File: src/fma_pkg.sv
// Shared types and constants for the first-fit memory allocator.
// Used by the top level and by its port checker; depends on nothing.
package fma_pkg;

  localparam int BaseW  = 10;
  localparam int SizeW  = 11;
  localparam int StartW = 10;

  localparam logic [BaseW-1:0] BASE_RESET = 10'd100;

  typedef enum logic {
    CMD_ALLOC = 1'b0,
    CMD_FREE  = 1'b1
  } cmd_t;

  // Input tdata: request_size, free_start, zero pad to 24 bits.
  localparam int InDataW  = 24;
  // Output tdata: success, granted_start, zero pad to 16 bits.
  localparam int OutDataW = 16;

endpackage

File: src/fma_ram.sv
// Generic single-write, single-read RAM with a registered read port.
// Stand-alone; no package dependencies.
module fma_ram #(
  parameter int WIDTH = 1,
  parameter int DEPTH = 1024,
  parameter int AW    = (DEPTH > 1) ? $clog2(DEPTH) : 1
) (
  input  logic             clk,
  input  logic             we,
  input  logic [AW-1:0]    waddr,
  input  logic [WIDTH-1:0] wdata,
  input  logic             re,
  input  logic [AW-1:0]    raddr,
  output logic [WIDTH-1:0] rdata
);

  logic [WIDTH-1:0] mem [DEPTH];
  logic [WIDTH-1:0] rdata_r;

  always_ff @(posedge clk) begin
    if (we) begin
      mem[waddr] <= wdata;
    end
    if (re) begin
      rdata_r <= mem[raddr];
    end
  end

  assign rdata = rdata_r;

endmodule

File: src/first_fit_memory_allocator_unit.sv
// First-fit contiguous allocator top level: sequencer, pointer unit and used map.
// Depends on fma_pkg and fma_ram.
//
// Channel | Direction | Handshake            | Payload
// in_     | slave     | in_tvalid/in_tready  | tuser cmd, tdata size and free start
// out_    | master    | out_tvalid/out_tready| tdata success and granted start
// cfg_    | slave     | cfg_valid/cfg_ready  | cfg_data base address
//
// An allocate scans from the base, then marks the run it found as used; the
// scan visits one map unit per cycle through the single RAM read port.
// A free clears its units, one RAM write per unit.
// After reset a clearing pass writes every map unit before the first item is
// accepted. A waiting result still lets the next item in; that
// item's result then waits in the done state with in_tready low.
module first_fit_memory_allocator_unit #(
  parameter int MEM_UNITS = 1024
) (
  input  logic                         clk,
  input  logic                         rst_n,
  input  logic                         in_tvalid,
  output logic                         in_tready,
  input  logic [fma_pkg::InDataW-1:0]  in_tdata,   // [10:0] request_size, [20:11] free_start
  input  logic                         in_tuser,   // [0] cmd
  output logic                         out_tvalid,
  input  logic                         out_tready,
  output logic [fma_pkg::OutDataW-1:0] out_tdata,  // [0] success, [10:1] granted_start
  input  logic                         cfg_valid,
  output logic                         cfg_ready,
  input  logic [fma_pkg::BaseW-1:0]    cfg_data
);
  import fma_pkg::*;

  localparam int AW = (MEM_UNITS > 1) ? $clog2(MEM_UNITS) : 1;
  localparam int IW = (AW + 1 > 12) ? AW + 1 : 12;
  localparam logic [IW-1:0] MEM_END = IW'(MEM_UNITS);

  typedef enum logic [2:0] {
    ST_CLEAR,
    ST_IDLE,
    ST_SCAN,
    ST_WRITE,
    ST_DONE
  } state_t;

  state_t             state_r, state_nxt;
  logic [BaseW-1:0]   base_r, base_nxt;
  logic [IW-1:0]      ptr_r, ptr_nxt;
  logic [IW-1:0]      end_r, end_nxt;
  logic [IW-1:0]      size_r, size_nxt;
  logic [IW-1:0]      run_len_r, run_len_nxt;
  logic [IW-1:0]      run_start_r, run_start_nxt;
  logic [AW-1:0]      pos_r, pos_nxt;
  logic               pend_r, pend_nxt;
  logic               wr_val_r, wr_val_nxt;
  logic               ok_r, ok_nxt;
  logic [StartW-1:0]  start_r, start_nxt;
  logic               out_vld_r, out_vld_nxt;
  logic               out_ok_r, out_ok_nxt;
  logic [StartW-1:0]  out_start_r, out_start_nxt;

  logic               ram_we, ram_wdata, ram_re, ram_rdata;
  logic               ptr_below;
  logic [IW-1:0]      in_size, in_fstart, in_lo, in_end, cand, cand_len;
  cmd_t               in_cmd;

  // The one pointer compare shared by scanning, marking and freeing.
  assign ptr_below = (ptr_r < end_r);

  assign in_cmd    = cmd_t'(in_tuser);
  assign in_size   = IW'(in_tdata[SizeW-1:0]);
  assign in_fstart = IW'(in_tdata[SizeW+StartW-1:SizeW]);
  assign in_lo     = (in_fstart < IW'(base_r)) ? IW'(base_r) : in_fstart;
  assign in_end    = ((in_fstart + in_size) > MEM_END) ? MEM_END : (in_fstart + in_size);
  assign cand      = (run_len_r == '0) ? IW'(pos_r) : run_start_r;
  assign cand_len  = run_len_r + IW'(1);

  assign in_tready  = (state_r == ST_IDLE);
  assign cfg_ready  = 1'b1;
  assign out_tvalid = out_vld_r;
  assign out_tdata  = {{(OutDataW - StartW - 1){1'b0}}, out_start_r, out_ok_r};

  always_comb begin
    state_nxt     = state_r;
    base_nxt      = base_r;
    ptr_nxt       = ptr_r;
    end_nxt       = end_r;
    size_nxt      = size_r;
    run_len_nxt   = run_len_r;
    run_start_nxt = run_start_r;
    pos_nxt       = pos_r;
    pend_nxt      = 1'b0;
    wr_val_nxt    = wr_val_r;
    ok_nxt        = ok_r;
    start_nxt     = start_r;
    out_vld_nxt   = out_vld_r && !out_tready;
    out_ok_nxt    = out_ok_r;
    out_start_nxt = out_start_r;
    ram_we        = 1'b0;
    ram_wdata     = wr_val_r;
    ram_re        = 1'b0;

    if (cfg_valid) begin
      base_nxt = cfg_data;
    end

    unique case (state_r)
      ST_CLEAR: begin
        ram_we    = 1'b1;
        ram_wdata = 1'b0;
        ptr_nxt   = ptr_r + IW'(1);
        if (ptr_r == MEM_END - IW'(1)) begin
          state_nxt = ST_IDLE;
        end
      end
      ST_IDLE: begin
        if (in_tvalid) begin
          size_nxt = in_size;
          if (in_cmd == CMD_FREE) begin
            ptr_nxt    = in_lo;
            end_nxt    = in_end;
            wr_val_nxt = 1'b0;
            ok_nxt     = 1'b1;
            start_nxt  = '0;
            state_nxt  = ST_WRITE;
          end else if (in_size == '0) begin
            ok_nxt    = 1'b0;
            start_nxt = '0;
            state_nxt = ST_DONE;
          end else begin
            ptr_nxt     = IW'(base_r);
            end_nxt     = MEM_END;
            run_len_nxt = '0;
            state_nxt   = ST_SCAN;
          end
        end
      end
      ST_SCAN: begin
        if (pend_r && !ram_rdata && (cand_len >= size_r)) begin
          // Run long enough: mark it used from its first unit.
          ptr_nxt    = cand;
          end_nxt    = cand + size_r;
          wr_val_nxt = 1'b1;
          ok_nxt     = 1'b1;
          start_nxt  = StartW'(cand);
          state_nxt  = ST_WRITE;
        end else begin
          if (pend_r) begin
            if (ram_rdata) begin
              run_len_nxt = '0;
            end else begin
              run_start_nxt = cand;
              run_len_nxt   = cand_len;
            end
          end
          if (ptr_below) begin
            ram_re   = 1'b1;
            pos_nxt  = ptr_r[AW-1:0];
            pend_nxt = 1'b1;
            ptr_nxt  = ptr_r + IW'(1);
          end else if (!pend_r) begin
            ok_nxt    = 1'b0;
            start_nxt = '0;
            state_nxt = ST_DONE;
          end
        end
      end
      ST_WRITE: begin
        if (ptr_below) begin
          ram_we  = 1'b1;
          ptr_nxt = ptr_r + IW'(1);
        end else begin
          state_nxt = ST_DONE;
        end
      end
      ST_DONE: begin
        if (!out_vld_r || out_tready) begin
          out_vld_nxt   = 1'b1;
          out_ok_nxt    = ok_r;
          out_start_nxt = start_r;
          state_nxt     = ST_IDLE;
        end
      end
      default: state_nxt = ST_IDLE;
    endcase
  end

  always_ff @(posedge clk) begin
    if (!rst_n) begin
      state_r   <= ST_CLEAR;
      base_r    <= BASE_RESET;
      ptr_r     <= '0;
      end_r     <= MEM_END;
      pend_r    <= 1'b0;
      out_vld_r <= 1'b0;
    end else begin
      state_r   <= state_nxt;
      base_r    <= base_nxt;
      ptr_r     <= ptr_nxt;
      end_r     <= end_nxt;
      pend_r    <= pend_nxt;
      out_vld_r <= out_vld_nxt;
    end
    size_r      <= size_nxt;
    run_len_r   <= run_len_nxt;
    run_start_r <= run_start_nxt;
    pos_r       <= pos_nxt;
    wr_val_r    <= wr_val_nxt;
    ok_r        <= ok_nxt;
    start_r     <= start_nxt;
    out_ok_r    <= out_ok_nxt;
    out_start_r <= out_start_nxt;
  end

  fma_ram #(
    .WIDTH (1),
    .DEPTH (MEM_UNITS)
  ) u_map (
    .clk   (clk),
    .we    (ram_we),
    .waddr (ptr_r[AW-1:0]),
    .wdata (ram_wdata),
    .re    (ram_re),
    .raddr (ptr_r[AW-1:0]),
    .rdata (ram_rdata)
  );

endmodule

File: config.mk
export PLATFORM = sky130hd
export DESIGN_NAME = first_fit_memory_allocator_unit
export DESIGN_NICKNAME = d
export VERILOG_FILES = /design/src/fma_pkg.sv /design/src/fma_ram.sv /design/src/first_fit_memory_allocator_unit.sv
export SDC_FILE = /design/constraint.sdc
export NUM_CORES = 2
export LEC_CHECK = 0
export CAP_MARGIN = 10
export CORE_MARGIN = 5
export CORE_UTILIZATION = 35
export DETAILED_ROUTE_END_ITERATION = 16
export DONT_BUFFER_PORTS = 1
export GPL_TIMING_DRIVEN = 0
export SKIP_CTS_REPAIR_TIMING = 1
export SLEW_MARGIN = 40
export SYNTH_ARGS = -nofsm -noshare
export SYNTH_HDL_FRONTEND = slang
export SYNTH_HIERARCHICAL = 1
export SYNTH_SLANG_ARGS = --single-unit
export TNS_END_PERCENT = 30
File: constraint.sdc
create_clock -name clk -period 55.3 [get_ports clk]
set_clock_uncertainty 0.15 [all_clocks]
set_input_delay 11.06 -clock clk [delete_from_list [all_inputs] [get_ports clk]]
set_output_delay 11.06 -clock clk [all_outputs]
set_load 0.1 [all_outputs]
==> results.cfg <==
[run_status]
status = completed

[timing]
finalSetupTns_ns = 0
finalCriticalPeriod_ns = 13.71
setup_viol = 0
drv_slew = 0
rsz0062_at_grt = false
hold_viol_final = 0
timing_worst_slew_pin_value_ns = 0.966
fmax_mhz = 73.0
maxSlewHeadroom = 0.356
period_share = 0.248

[clock_tree]
clk_pin_slew_ns = 0.06
htreeDepth = 3
cts_root_buf = clkbuf_16
clkSinkCount = 1132
worst_skew_pair.late_latency_ns = 0.75
cts_tree = done
numCtsBuffers = 118
cts_buffer_depth = 3

[yosys]
synth-compound-area-share = 0.0501
yosys.area.top_type_share = 0.637
synth_cell_type_count = 80
synth_top_family_by_area = multiplexers
ys_seq_area_frac = 0.652
syn_inst = 3838
synthesis.area_mm2 = 0.0515
ys.flop_type = edfxtp_1
avgSynthCellArea_um2 = 13.4
synth_area_leaders = edfxtp_1 64%, mux4_2 8.7%, nor2_1 7.9%, mux2i_1 2.8%, dfxtp_1 1.5%
synth_mux_area_frac = 0.125
synth-edff-count = 1093
yosysWarnings = 6
synth-simple-area-share = 0.117
ys_seq_elements = 1132
yosys.area_share.xor_xnor = 0.00493
async_flop_share = 0
synthAdderAreaFrac = 0.0141
yosysTopAreaCell = edfxtp_1

[die]
io_pins = 59
dieArea_mm2 = 0.155
die_y_um = 394
rows = 140
initial_core_util = 0.353
core_area_mm2 = 0.146
die_x_um = 394

[global_routing]
grt_first_pass_wirelength_um = 254000
antenna_found_initial = 9
grt_pass1_vias = 33400
grt_max_degree = 34
grtUsageTotal = 0.230
overflow = 0

[place]
place_congestion = 0.973
port_buffers = 0
hpwl_um = 121000
place_inst = 5806

[cells_and_area]
drive_gt1_frac = 0.162
final_cell_mix = 1,093 x edfxtp_1, 1,077 x nor2_1, 200 x mux4_2
final_cells = 6035
syn_to_final_growth_pct = 14.8
layout_commonest_cell = edfxtp_1
fill_cells = 13600
fin_nets = 4106

[critical_path]
path_class = reg -> out
endpoint = in_tready
r2r_start = ptr_r[2]$_SDFFE_PN0P_
r2r_end = u_map/rdata$_DFFE_PP_
critPathMaxFanout = 10
worstPathRequired_ns = 44.09
cp.arrival_ns = 2.50
start_kind = register
cp-end-kind = output pin
reg2reg_setup_slack_ns = 49.59
r2r_cells = 11
cp-startpoint = state_r[0]$_SDFFE_PN0P_

[power_and_ir_drop]
p_int_uw = 1870
pwr-share-comb = 0.360
irDropWorstVdd_uv = 31.9
p_switching_uw = 1120
power_frac_seq = 0.368
powerDensity_mw_per_mm2 = 50.6
swShare = 0.375
clock_power_share = 0.273
cellLeakagePower_uw = 0.0184

[detailed_routing]
first_pass_iters = 7
antenna_left = 0
wirelength_um = 184000
avgRoutedWirePerCell_um = 30.4
drt_iter0_markers = 5691
num_vias = 35800
viasPerCell = 5.93
drc = 0

[run]
drv_cap = 0

[worst_hold_path]
hold_class = reg -> reg
-- layout make-up --
class                   instances  area, µm²  area share
clock inverters                79        810      0.0137
repair buffers                 47       1030      0.0174
diodes                          6       15.0    0.000254
flip-flops and latches       1132      33600       0.569
well taps                    1917       2400      0.0406
inverters                      66        248     0.00419
plain buffers                 336       1760      0.0298
clock buffers                 144       3110      0.0527
multi-input cells            2308      16100       0.273
-- how the worst min path moves through the flow --
stage	to	slack, ns	startpoint	cells after the start
6_report	out_start_r[5]$_DFFE_PP_	0.26	start_r[5]$_SDFFCE_PN0P_	0
5_1_grt	out_start_r[9]$_DFFE_PP_	0.28	start_r[9]$_SDFFCE_PN0P_	0
4_1_cts	out_start_r[9]$_DFFE_PP_	0.27	start_r[9]$_SDFFCE_PN0P_	0
3_5_place_dp	out_start_r[5]$_DFFE_PP_	0.25	start_r[5]$_SDFFCE_PN0P_	0
3_3_place_gp	out_ok_r$_DFFE_PP_	0.25	ok_r$_DFFE_PP_	0
2_1_floorplan	out_ok_r$_DFFE_PP_	0.25	ok_r$_DFFE_PP_	0
-- power by group through the flow --
stage / sequential [µW] / clock, µW / combinational, µW
after floorplan: 1250 / 0 / 553
after global placement: 1380 / 0 / 944
after detailed placement: 1120 / 0 / 1030
after CTS: 1100 / 822 / 1040
after global routing: 1100 / 859 / 1090
final: 1100 / 815 / 1080
-- per-layer routing --
metal | global-route usage | part of all wire | vias to the layer above
met1 | 0.306 | 0.37 | 18300
met3 | 0.0657 | 0.13 | 516
met2 | 0.348 | 0.44 | 2450
met5 | 0 | 0.00029 | -
li1 | - | - | 14600
met4 | 0.111 | 0.056 | 8
-- worst max-delay path, stage by stage (launching register included) --
cell      delay, ns
dfxtp_1        0.33
clkbuf_1       0.36
nand2_1        0.19
inv_1          0.28
clkbuf_2       0.36
buf_16         0.21
-- registers in the layout, summed over array words and instances (netlist names), 3 cells and up --
register	flops
run_start_r	12
start_r	10
ptr_r	12
u_map/mem	1024
end_r	12
base_r	10
state_r	3
pos_r	10
size_r	11
out_start_r	10
run_len_r	12
-- through the flow --
stage | hold WS, ns | area (µm²) | util | setup WS, ns | total power (µW)
after detailed placement | 0.255 | 55200 | 0.378 | 41.40 | 2150
after global placement | 0.254 | 53900 | 0.369 | 4.96 | 2320
final | 0.260 | 59100 | 0.405 | 41.59 | 2990
after CTS | 0.268 | 59100 | 0.405 | 41.54 | 2960
after global routing | 0.276 | 59100 | 0.405 | 41.43 | 3050
after floorplan | 0.250 | 51500 | - | 24.34 | 1810
-- Yosys cell counts (5+ instances only) --
cell type / instances
a21oi_1: 91
ha_1: 55
xnor2_1: 18
a31oi_1: 20
a211oi_1: 17
xor2_1: 11
nand2b_1: 16
inv_1: 63
nor4_1: 11
nor3b_1: 9
buf_1: 61
a22oi_1: 27
buf_4: 20
o221ai_1: 55
a2111oi_0: 8
nand2_1: 142
nand3_1: 65
nor2b_1: 25
o211ai_1: 12
mux4_2: 200
a22o_1: 5
o21ai_0: 46
and2_1: 8
clkbuf_1: 202
dfxtp_1: 39
and3_1: 11
mux2_2: 14
mux4_1: 14
edfxtp_1: 1093
or2_2: 6
buf_2: 25
nand4_1: 14
a21o_1: 14
o21a_1: 10
mux2i_1: 142
o22ai_1: 29
buf_6: 18
nor2_1: 1081
nor3_1: 64
-- cell families (layout without fill, tap and decap cells) --
logic type / Yosys count / in the layout
DFF: 1132 / 1132
adders and majority gates: 57 / 57
muxes: 370 / 370
buffers and inverters: 402 / 672
xor gates and xnor gates: 29 / 29
AOI/OAI and AO/OA: 377 / 377
and+or+nand+nor: 1469 / 1469
other: 2 / 12
Note: power is estimated with default switching activity, not from simulation.
